**src/rtl/core/string_io_exit_planner_macros.svh**
```systemverilog
// ----------------------------------------------------------------------------
// string io exit planner assertion macros
// concurrent assertion helpers, compiled out when ASSERT_OFF is set
// ----------------------------------------------------------------------------
`ifndef STRING_IO_EXIT_PLANNER_MACROS_SVH
`define STRING_IO_EXIT_PLANNER_MACROS_SVH

`ifndef ASSERT_OFF
// antecedent implies consequent in the same cycle
`define SIOXP_ASSERT_IMP(lbl, clk, rst_n, ante, cons) \
  lbl: assert property (@(posedge clk) disable iff (!rst_n) (ante) |-> (cons)) \
    else $error("assertion failed");
// antecedent implies consequent in the next cycle
`define SIOXP_ASSERT_NXT(lbl, clk, rst_n, ante, cons) \
  lbl: assert property (@(posedge clk) disable iff (!rst_n) (ante) |=> (cons)) \
    else $error("assertion failed");
`else
`define SIOXP_ASSERT_IMP(lbl, clk, rst_n, ante, cons)
`define SIOXP_ASSERT_NXT(lbl, clk, rst_n, ante, cons)
`endif

`endif

```
**src/rtl/core/sioxp_pkg.sv**
```systemverilog
// ----------------------------------------------------------------------------
// sioxp_pkg
// shared types, codes and width helpers of the string io exit planner
// ----------------------------------------------------------------------------
`timescale 1ns / 1ps

package sioxp_pkg;

  localparam int QDEPTH = 2;
  localparam int QPTR_W = $clog2(QDEPTH);
  localparam int QCNT_W = $clog2(QDEPTH + 1);

  localparam int BIT_IN     = 0;
  localparam int BIT_STR    = 2;
  localparam int BIT_REP    = 3;
  localparam int BIT_SZ8    = 4;
  localparam int BIT_SZ16   = 5;
  localparam int BIT_A16    = 7;
  localparam int BIT_A32    = 8;
  localparam int BIT_A64    = 9;
  localparam int PORT_LO    = 16;
  localparam int PORT_HI    = 31;

  localparam logic [63:0] MASK16 = 64'h0000_0000_0000_FFFF;
  localparam logic [63:0] MASK32 = 64'h0000_0000_FFFF_FFFF;
  localparam logic [63:0] MASK64 = 64'hFFFF_FFFF_FFFF_FFFF;

  typedef enum logic [1:0] {
    STAT_OK         = 2'd0,
    STAT_NOT_STRING = 2'd1,
    STAT_OVERFLOW   = 2'd2
  } status_t;

  typedef enum logic [1:0] {
    ASZ_16 = 2'd0,
    ASZ_32 = 2'd1,
    ASZ_64 = 2'd2
  } asz_t;

  // classified beat handed from front to back
  typedef struct packed {
    logic        not_str;
    logic        is_input;
    logic [15:0] port;
    logic [2:0]  ub;
    logic [1:0]  shift;
    asz_t        asz;
    logic        rep;
    logic        down;
    logic [63:0] idx;
    logic [63:0] idx_reg;
    logic [63:0] cnt;
    logic [63:0] ncnt;
    logic [63:0] start;
    logic [63:0] base;
  } plan_req_t;

  typedef struct packed {
    logic full;
    logic empty;
  } q_stat_t;

  function automatic logic [63:0] width_mask(asz_t asz);
    logic [63:0] m;
    case (asz)
      ASZ_16:  m = MASK16;
      ASZ_32:  m = MASK32;
      ASZ_64:  m = MASK64;
      default: m = MASK32;
    endcase
    return m;
  endfunction

  function automatic logic [63:0] write_back(logic [63:0] old, logic [63:0] val, asz_t asz);
    logic [63:0] r;
    case (asz)
      ASZ_64:  r = val;
      ASZ_32:  r = val & MASK32;
      ASZ_16:  r = (old & ~MASK16) | (val & MASK16);
      default: r = val & MASK32;
    endcase
    return r;
  endfunction

endpackage

```
**src/rtl/core/sioxp_front.sv**
```systemverilog
// ----------------------------------------------------------------------------
// sioxp_front
// takes command beats, decodes the exit word and masks index and count
// ----------------------------------------------------------------------------
`timescale 1ns / 1ps

module sioxp_front (
  input  logic                 clk,
  input  logic                 rst_n,
  input  logic                 start,
  output logic                 busy,
  input  logic [63:0]          in_exit_info,
  input  logic [63:0]          in_index_reg,
  input  logic [63:0]          in_count_reg,
  input  logic [63:0]          in_seg_base,
  input  logic                 in_direction_flag,
  input  logic                 q_can_push,
  output logic                 push,
  output sioxp_pkg::plan_req_t push_data
);
  import sioxp_pkg::*;

  logic      valid_r, valid_nxt;
  plan_req_t req_r, req_nxt;
  logic      accept;
  asz_t      asz;
  logic [63:0] m;

  assign busy   = valid_r && !q_can_push;
  assign accept = start && !busy;
  assign push   = valid_r && q_can_push;
  assign push_data = req_r;

  always_comb begin
    if (in_exit_info[BIT_A16]) begin
      asz = ASZ_16;
    end else if (in_exit_info[BIT_A32]) begin
      asz = ASZ_32;
    end else if (in_exit_info[BIT_A64]) begin
      asz = ASZ_64;
    end else begin
      asz = ASZ_32;
    end
    m = width_mask(asz);

    req_nxt.not_str  = !in_exit_info[BIT_STR];
    req_nxt.is_input = in_exit_info[BIT_IN];
    req_nxt.port     = in_exit_info[PORT_HI:PORT_LO];
    if (in_exit_info[BIT_SZ8]) begin
      req_nxt.ub    = 3'd1;
      req_nxt.shift = 2'd0;
    end else if (in_exit_info[BIT_SZ16]) begin
      req_nxt.ub    = 3'd2;
      req_nxt.shift = 2'd1;
    end else begin
      req_nxt.ub    = 3'd4;
      req_nxt.shift = 2'd2;
    end
    req_nxt.asz     = asz;
    req_nxt.rep     = in_exit_info[BIT_REP];
    req_nxt.down    = in_direction_flag;
    req_nxt.idx     = in_index_reg & m;
    req_nxt.idx_reg = in_index_reg;
    req_nxt.cnt     = in_exit_info[BIT_REP] ? (in_count_reg & m) : 64'd1;
    req_nxt.ncnt    = in_exit_info[BIT_REP] ? write_back(in_count_reg, 64'd0, asz)
                                            : in_count_reg;
    req_nxt.start   = in_seg_base + (in_index_reg & m);
    req_nxt.base    = in_seg_base;
  end

  always_comb begin
    if (accept) begin
      valid_nxt = 1'b1;
    end else if (push) begin
      valid_nxt = 1'b0;
    end else begin
      valid_nxt = valid_r;
    end
  end

  always_ff @(posedge clk) begin
    if (!rst_n) begin
      valid_r <= 1'b0;
    end else begin
      valid_r <= valid_nxt;
    end
  end

  always_ff @(posedge clk) begin
    if (accept) begin
      req_r <= req_nxt;
    end
  end

endmodule

```
**src/rtl/core/sioxp_queue.sv**
```systemverilog
// ----------------------------------------------------------------------------
// sioxp_queue
// short register queue between front and back
// ----------------------------------------------------------------------------
`timescale 1ns / 1ps

module sioxp_queue (
  input  logic                 clk,
  input  logic                 rst_n,
  input  logic                 push,
  input  sioxp_pkg::plan_req_t push_data,
  input  logic                 pop,
  output sioxp_pkg::plan_req_t pop_data,
  output sioxp_pkg::q_stat_t   stat
);
  import sioxp_pkg::*;

  plan_req_t           mem_r [QDEPTH];
  logic [QPTR_W-1:0]   wr_ptr_r, wr_ptr_nxt;
  logic [QPTR_W-1:0]   rd_ptr_r, rd_ptr_nxt;
  logic [QCNT_W-1:0]   cnt_r, cnt_nxt;
  logic                do_push, do_pop;

  assign stat.full  = (cnt_r == QCNT_W'(QDEPTH));
  assign stat.empty = (cnt_r == '0);
  assign do_push    = push && !stat.full;
  assign do_pop     = pop && !stat.empty;
  assign pop_data   = mem_r[rd_ptr_r];

  always_comb begin
    wr_ptr_nxt = wr_ptr_r;
    rd_ptr_nxt = rd_ptr_r;
    cnt_nxt    = cnt_r;
    if (do_push) begin
      wr_ptr_nxt = (wr_ptr_r == QPTR_W'(QDEPTH - 1)) ? '0 : wr_ptr_r + 1'b1;
    end
    if (do_pop) begin
      rd_ptr_nxt = (rd_ptr_r == QPTR_W'(QDEPTH - 1)) ? '0 : rd_ptr_r + 1'b1;
    end
    case ({do_push, do_pop})
      2'b10:   cnt_nxt = cnt_r + 1'b1;
      2'b01:   cnt_nxt = cnt_r - 1'b1;
      default: cnt_nxt = cnt_r;
    endcase
  end

  always_ff @(posedge clk) begin
    if (!rst_n) begin
      wr_ptr_r <= '0;
      rd_ptr_r <= '0;
      cnt_r    <= '0;
    end else begin
      wr_ptr_r <= wr_ptr_nxt;
      rd_ptr_r <= rd_ptr_nxt;
      cnt_r    <= cnt_nxt;
    end
  end

  always_ff @(posedge clk) begin
    if (do_push) begin
      mem_r[wr_ptr_r] <= push_data;
    end
  end

endmodule

```
**src/rtl/core/sioxp_back.sv**
```systemverilog
// ----------------------------------------------------------------------------
// sioxp_back
// two stage plan unit: range checks, then addresses, write back and result
// ----------------------------------------------------------------------------
`timescale 1ns / 1ps

module sioxp_back (
  input  logic                 clk,
  input  logic                 rst_n,
  input  logic                 in_valid,
  input  sioxp_pkg::plan_req_t req,
  output logic                 out_valid,
  output logic [1:0]           out_status,
  output logic                 out_is_input,
  output logic [15:0]          out_port_number,
  output logic [2:0]           out_unit_size,
  output logic [63:0]          out_unit_count,
  output logic                 out_descending,
  output logic [63:0]          out_start_addr,
  output logic [63:0]          out_lowest_addr,
  output logic [63:0]          out_byte_total,
  output logic [63:0]          out_index_after,
  output logic [63:0]          out_count_after,
  output logic                 out_is_repeat
);
  import sioxp_pkg::*;

  // stage one
  logic        cnt_zero, ovf_mul;
  logic [63:0] bytes, span, nval;
  logic [64:0] diff_w, sum_w;
  logic        err;

  plan_req_t   m_req_r;
  logic        m_valid_r;
  logic        m_zero_r, m_err_r;
  logic [63:0] m_bytes_r, m_diff_r, m_nval_r;

  // stage two
  logic [63:0] low, nidx;
  logic        valid_r;
  status_t     status_r, status_nxt;
  logic        is_input_r, is_input_nxt;
  logic [15:0] port_r, port_nxt;
  logic [2:0]  ub_r, ub_nxt;
  logic [63:0] cnt_r, cnt_nxt;
  logic        down_r, down_nxt;
  logic [63:0] start_r, start_nxt;
  logic [63:0] low_r, low_nxt;
  logic [63:0] bytes_r, bytes_nxt;
  logic [63:0] nidx_r, nidx_nxt;
  logic [63:0] ncnt_r, ncnt_nxt;
  logic        rep_r, rep_nxt;

  always_comb begin
    cnt_zero = (req.cnt == 64'd0);
    case (req.shift)
      2'd1:    ovf_mul = req.cnt[63];
      2'd2:    ovf_mul = (req.cnt[63:62] != 2'b00);
      default: ovf_mul = 1'b0;
    endcase
    bytes  = req.cnt << req.shift;
    span   = bytes - {61'd0, req.ub};
    diff_w = {1'b0, req.idx} - {1'b0, span};
    sum_w  = {1'b0, req.start} + {1'b0, bytes};
    nval   = req.down ? (req.idx - bytes) : (req.idx + bytes);
    err    = !cnt_zero && (ovf_mul || (req.down ? diff_w[64] : sum_w[64]));
  end

  always_ff @(posedge clk) begin
    if (!rst_n) begin
      m_valid_r <= 1'b0;
    end else begin
      m_valid_r <= in_valid;
    end
  end

  always_ff @(posedge clk) begin
    if (in_valid) begin
      m_req_r   <= req;
      m_zero_r  <= cnt_zero;
      m_err_r   <= err;
      m_bytes_r <= cnt_zero ? 64'd0 : bytes;
      m_diff_r  <= diff_w[63:0];
      m_nval_r  <= nval;
    end
  end

  always_comb begin
    low  = (m_zero_r || !m_req_r.down) ? m_req_r.start : (m_req_r.base + m_diff_r);
    nidx = m_zero_r ? m_req_r.idx_reg : write_back(m_req_r.idx_reg, m_nval_r, m_req_r.asz);

    status_nxt   = STAT_OK;
    is_input_nxt = 1'b0;
    port_nxt     = '0;
    ub_nxt       = '0;
    cnt_nxt      = '0;
    down_nxt     = 1'b0;
    start_nxt    = '0;
    low_nxt      = '0;
    bytes_nxt    = '0;
    nidx_nxt     = '0;
    ncnt_nxt     = '0;
    rep_nxt      = 1'b0;
    if (m_req_r.not_str) begin
      status_nxt = STAT_NOT_STRING;
    end else if (m_err_r) begin
      status_nxt = STAT_OVERFLOW;
    end else begin
      is_input_nxt = m_req_r.is_input;
      port_nxt     = m_req_r.port;
      ub_nxt       = m_req_r.ub;
      cnt_nxt      = m_req_r.cnt;
      down_nxt     = m_req_r.down;
      start_nxt    = m_req_r.start;
      low_nxt      = low;
      bytes_nxt    = m_bytes_r;
      nidx_nxt     = nidx;
      ncnt_nxt     = m_req_r.ncnt;
      rep_nxt      = m_req_r.rep;
    end
  end

  always_ff @(posedge clk) begin
    if (!rst_n) begin
      valid_r <= 1'b0;
    end else begin
      valid_r <= m_valid_r;
    end
  end

  always_ff @(posedge clk) begin
    if (m_valid_r) begin
      status_r   <= status_nxt;
      is_input_r <= is_input_nxt;
      port_r     <= port_nxt;
      ub_r       <= ub_nxt;
      cnt_r      <= cnt_nxt;
      down_r     <= down_nxt;
      start_r    <= start_nxt;
      low_r      <= low_nxt;
      bytes_r    <= bytes_nxt;
      nidx_r     <= nidx_nxt;
      ncnt_r     <= ncnt_nxt;
      rep_r      <= rep_nxt;
    end
  end

  assign out_valid       = valid_r;
  assign out_status      = status_r;
  assign out_is_input    = is_input_r;
  assign out_port_number = port_r;
  assign out_unit_size   = ub_r;
  assign out_unit_count  = cnt_r;
  assign out_descending  = down_r;
  assign out_start_addr  = start_r;
  assign out_lowest_addr = low_r;
  assign out_byte_total  = bytes_r;
  assign out_index_after = nidx_r;
  assign out_count_after = ncnt_r;
  assign out_is_repeat   = rep_r;

endmodule

```
**src/rtl/core/string_io_exit_planner.sv**
```systemverilog
// ----------------------------------------------------------------------------
// string_io_exit_planner
// decodes an io exit word and plans the string transfer it asks for
// path: a taken beat goes through the front register, the queue, then the stage one and stage two registers
// throughput: one beat per cycle; the back end never stalls, so busy stays low
// in steady use; busy only rises if the two entry queue is full
// reset: synchronous active low rst_n clears all valid flags and queue pointers
// ----------------------------------------------------------------------------
`timescale 1ns / 1ps
`include "string_io_exit_planner_macros.svh"

module string_io_exit_planner (
  input  logic        clk,
  input  logic        rst_n,
  input  logic        start,
  output logic        busy,
  input  logic [63:0] in_exit_info,
  input  logic [63:0] in_index_reg,
  input  logic [63:0] in_count_reg,
  input  logic [63:0] in_seg_base,
  input  logic        in_direction_flag,
  output logic        out_valid,
  output logic [1:0]  out_status,
  output logic        out_is_input,
  output logic [15:0] out_port_number,
  output logic [2:0]  out_unit_size,
  output logic [63:0] out_unit_count,
  output logic        out_descending,
  output logic [63:0] out_start_addr,
  output logic [63:0] out_lowest_addr,
  output logic [63:0] out_byte_total,
  output logic [63:0] out_index_after,
  output logic [63:0] out_count_after,
  output logic        out_is_repeat
);
  import sioxp_pkg::*;

  logic      push;
  plan_req_t push_data;
  plan_req_t pop_data;
  q_stat_t   q_stat;
  logic      pop;

  assign pop = !q_stat.empty;

  sioxp_front u_front (
    .clk               (clk),
    .rst_n             (rst_n),
    .start             (start),
    .busy              (busy),
    .in_exit_info      (in_exit_info),
    .in_index_reg      (in_index_reg),
    .in_count_reg      (in_count_reg),
    .in_seg_base       (in_seg_base),
    .in_direction_flag (in_direction_flag),
    .q_can_push        (!q_stat.full),
    .push              (push),
    .push_data         (push_data)
  );

  sioxp_queue u_queue (
    .clk       (clk),
    .rst_n     (rst_n),
    .push      (push),
    .push_data (push_data),
    .pop       (pop),
    .pop_data  (pop_data),
    .stat      (q_stat)
  );

  sioxp_back u_back (
    .clk             (clk),
    .rst_n           (rst_n),
    .in_valid        (pop),
    .req             (pop_data),
    .out_valid       (out_valid),
    .out_status      (out_status),
    .out_is_input    (out_is_input),
    .out_port_number (out_port_number),
    .out_unit_size   (out_unit_size),
    .out_unit_count  (out_unit_count),
    .out_descending  (out_descending),
    .out_start_addr  (out_start_addr),
    .out_lowest_addr (out_lowest_addr),
    .out_byte_total  (out_byte_total),
    .out_index_after (out_index_after),
    .out_count_after (out_count_after),
    .out_is_repeat   (out_is_repeat)
  );

  `SIOXP_ASSERT_IMP(a_q_full_empty, clk, rst_n, 1'b1, !(q_stat.full && q_stat.empty))
  `SIOXP_ASSERT_IMP(a_busy_needs_full, clk, rst_n, busy, q_stat.full)
  `SIOXP_ASSERT_NXT(a_pop_gives_beat, clk, rst_n, pop, ##1 out_valid)
  `SIOXP_ASSERT_IMP(a_err_zero, clk, rst_n, out_valid && (out_status != STAT_OK),
                    (out_unit_size == 3'd0) && (out_start_addr == 64'd0) && !out_is_repeat)
  `SIOXP_ASSERT_IMP(a_ok_unit, clk, rst_n, out_valid && (out_status == STAT_OK),
                    (out_unit_size == 3'd1) || (out_unit_size == 3'd2) ||
                    (out_unit_size == 3'd4))

endmodule

```
**config.mk**
```make
export PLATFORM = sky130hd
export DESIGN_NAME = string_io_exit_planner
export DESIGN_NICKNAME = d
export VERILOG_FILES = /design/src/rtl/core/sioxp_pkg.sv /design/src/rtl/core/sioxp_front.sv /design/src/rtl/core/sioxp_queue.sv /design/src/rtl/core/sioxp_back.sv /design/src/rtl/core/string_io_exit_planner.sv
export VERILOG_INCLUDE_DIRS = /design/src /design/src/rtl/core
export SDC_FILE = /design/constraint.sdc
export NUM_CORES = 2
export LEC_CHECK = 0
export BUFFER_PORTS_ARGS = -buffer_cell sky130_fd_sc_hd__buf_4
export CAP_MARGIN = 10
export CORE_MARGIN = 1
export CORE_UTILIZATION = 50
export CTS_BUF_LIST = sky130_fd_sc_hd__clkbuf_2
export DETAILED_ROUTE_END_ITERATION = 6
export PLACE_DENSITY = 0.68
export SYNTH_ARGS = -nofsm -noshare
export SYNTH_HDL_FRONTEND = slang
export SYNTH_SLANG_ARGS = --single-unit
```
**constraint.sdc**
```tcl
create_clock -name clk -period 36.3 [get_ports clk]
set_input_delay 7.26 -clock clk [delete_from_list [all_inputs] [get_ports clk]]
set_output_delay 7.26 -clock clk [all_outputs]
set_load 0.01 [all_outputs]
```
==> results.txt <==
Max Slew Vio Count - 0
RSZ-0062 raised after global routing - false
First-pass DRT Iterations - 7
initial antenna violation count - 16
# hold bufs at CTS - 0
max_slew headroom - 8.55%
later-pin clock latency in the skew report - 1.97 ns
Gate Count Post-Synth - 6600
clock share of power - 29.1%
largest net degree at the start of global routing - 210
Antenna Nets Post-Route - 0
row count - 159
GR Util All Layers - 29.0%
met2 GRT Util - 45.8%
placer congestion estimate - 0.994
PortBufs - 629
Mapped Nets - 7186
Slew @ Worst Pin - 1.37 ns
Pint - 0.00379 W
critical path launch point type - input port
H-Tree Level Count - 6
Final Hold Viols - 0
critical path fanouts, max - 20
Post-synth top flop - edfxtp_1
Hold WC Path Type - reg -> reg
final WL - 283000 um
die area - 0.192 sq mm
Die H - 438 um
die width - 438 um
vias per cell - 5.75
root buffer cell - clkbuf_2
kind of critical path - in -> reg
crit path time final - 10.83 ns
share of the synthesized area in the top cell type - 67.3%
post-DP HPWL - 208000 um
CTS buffer count - 554
PwrDens - 50.1 mW/mm^2
Iter 0 DRT Violations - 6070
status - finished with violations
final hold slack - 0.388 ns
Routed WL per cell - 27.1 um
clock transition at the registers of the reported paths - 0.09 ns
Worst Path Arrival - 12.52 ns
Area contributors post-synth - edfxtp_1 (67%), mux2_2 (4.6%), ha_1 (4.2%)
Inst Count DP - 9559
Post-synth ARST share - 0%
Resized cells post-CTS - 0
leading area contributor after synthesis - edfxtp_1
period utilization - 29.8%
routed via count - 60000
total setup buffers inserted after CTS - 0
grt met3 use - 5.69%
number of clock sinks - 2134
Switching Share - 29.3%
power share of the sequential group - 54.1%
final clock skew - 0.198 ns
Post-synth EDFFs - 2126
share of cells above drive strength 1 - 25.0%
Initial Utilization - 50.4%
Seq/Total Area, Yosys - 67.4%
Cell variety after synth - 92
io pins - 670
setup TNS - 0 ns
CTS tree - built
first-pass GRT wire length - 399000 um
Worst Path Required - 38.00 ns
maximum vdd ir drop - 0.0447 mV
Net Switching - 0.00157 W
failing checks - design-rule violations
GR peak layer - met2
top-count cell post-synth - edfxtp_1
Final Net Count - 8206
non-filler cells, final - 10400
synthesized area - 0.0949 sq mm
worst-case clock buffer depth - 4
Syn Area/Cell - 14.4 sq um
Overflow after GRT - 0
Comb pwr share - 16.8%
Synth Register Bits - 2134
Layout area overhead - 12.8%
Setup violations, final - 0
met1 Use GR - 39.6%
vias in the first global route - 59000
top cells by count, synth - edfxtp_1 (2126), and2_1 (448), mux2_2 (384), nand2_1 (381), a21oi_1 (375)
Max Cap Viol - 0
total core area - 0.188 sq mm
static leakage - 40.4 nW
yosys warns - 0
FMAX - 0.0924 GHz
critical path endpoint category - register
DRC - 62
## power groups by stage
stage | sequential [W] | combinational [W] | clock (W)
floorplan | 0.00298 | 0.000545 | 0
global placement | 0.00295 | 0.000882 | 0
detailed placement | 0.00296 | 0.000883 | 0
CTS | 0.00290 | 0.000889 | 0.00161
global route | 0.00291 | 0.000957 | 0.00172
finish | 0.00291 | 0.000900 | 0.00156
## routing by layer
layer | part of all wire [%] | vias to the layer above
met4 | 3.8 | 4
met5 | 0.0095 | -
met1 | 42 | 29700
met2 | 47 | 2658
li1 | - | 27200
met3 | 7.3 | 463
## cells in the final DEF (no fill, tap or decap), drive strengths merged, types with 42 or more instances in the layout
master / instances
edfxtp: 2126
clkbuf: 748
buf: 731
and2: 449
mux2: 390
nand2: 381
a21oi: 375
ha: 321
nor2: 318
xnor2: 229
o21ai: 199
a21o: 180
inv: 174
mux2i: 171
xor2: 111
clkinv: 102
nand3: 98
nor3: 71
nor2b: 68
nand4: 62
o21bai: 48
and3: 45
a31oi: 42
## sequential cells by signal, indices dropped and copies added, names as in the netlist, 2 cells and up, named ones only
register,cells
u_back.out_index_after,64
u_queue.mem_r,786
u_back.m_nval_r,64
u_back.out_lowest_addr,64
u_back.out_count_after,64
u_back.out_start_addr,64
u_back.m_bytes_r,64
u_back.m_diff_r,64
u_back.out_port_number,16
u_back.m_req_r,345
u_queue.cnt_r,2
u_front.push_data,393
u_back.out_unit_size,3
u_back.out_status,2
u_back.out_byte_total,64
u_back.out_unit_count,64
## critical path, stage by stage
cell and delay [ns]:
buf_4 0.21, nor2b_1 0.55, ha_1 0.28, nand2_1 0.26, nor3_1 0.28, nand2_1 0.10
a211oi_1 0.95, o31ai_1 0.20, buf_4 0.24, o31ai_1 0.74, a21oi_1 0.40, o21ai_0 0.60
a21oi_1 0.17, xnor2_1 0.18
## per-stage QoR
step,setup slack (ns),power [W],area (sq um),util [%]
final,25.47,0.00537,107000,56.9
after floorplan,10.97,0.00353,94900,-
after global placement,23.78,0.00384,103000,54.5
after CTS,25.87,0.00540,107000,56.9
after global routing,25.44,0.00560,107000,56.9
after detailed placement,23.83,0.00384,103000,54.5
## logic make-up after synthesis
kind of cell / count (synthesis) / share of synthesized area [%]
adder cells (fa/ha/maj): 326 / 4.34
buffers and inverters: 426 / 1.81
multiplexers: 561 / 6.47
AND/OR/NAND/NOR: 1672 / 9.14
XOR/XNOR: 340 / 3.14
flip-flops: 2134 / 67.4
AO/OA/AOI/OAI: 1141 / 7.68
## layout make-up
| cell class | count | area (sq um) |
|---|---|---|
| fill | 15300 | 81100 |
| sequential | 2134 | 64000 |
| multi-input combinational | 4040 | 29300 |
| timing repair buffer | 731 | 5540 |
| clock buffer | 748 | 3740 |
| tap | 2495 | 3120 |
| clock inverter | 130 | 788 |
| inverter | 159 | 604 |
| antenna | 9 | 22.5 |
## worst paths after layout
path	start	endpoint	slack, ns	cells after the start
max	in_exit_info[7]	u_front.push_data[122]	25.47	14
max reg2reg	register	u_back.m_err_r	26.63	26
min	u_front.push_data[132]	u_queue.mem_r[1][132]	0.39	0
min reg2reg	u_front.push_data[132]	u_queue.mem_r[1][132]	0.39	0
No activity file was read; power rests on OpenSTA's default activity.
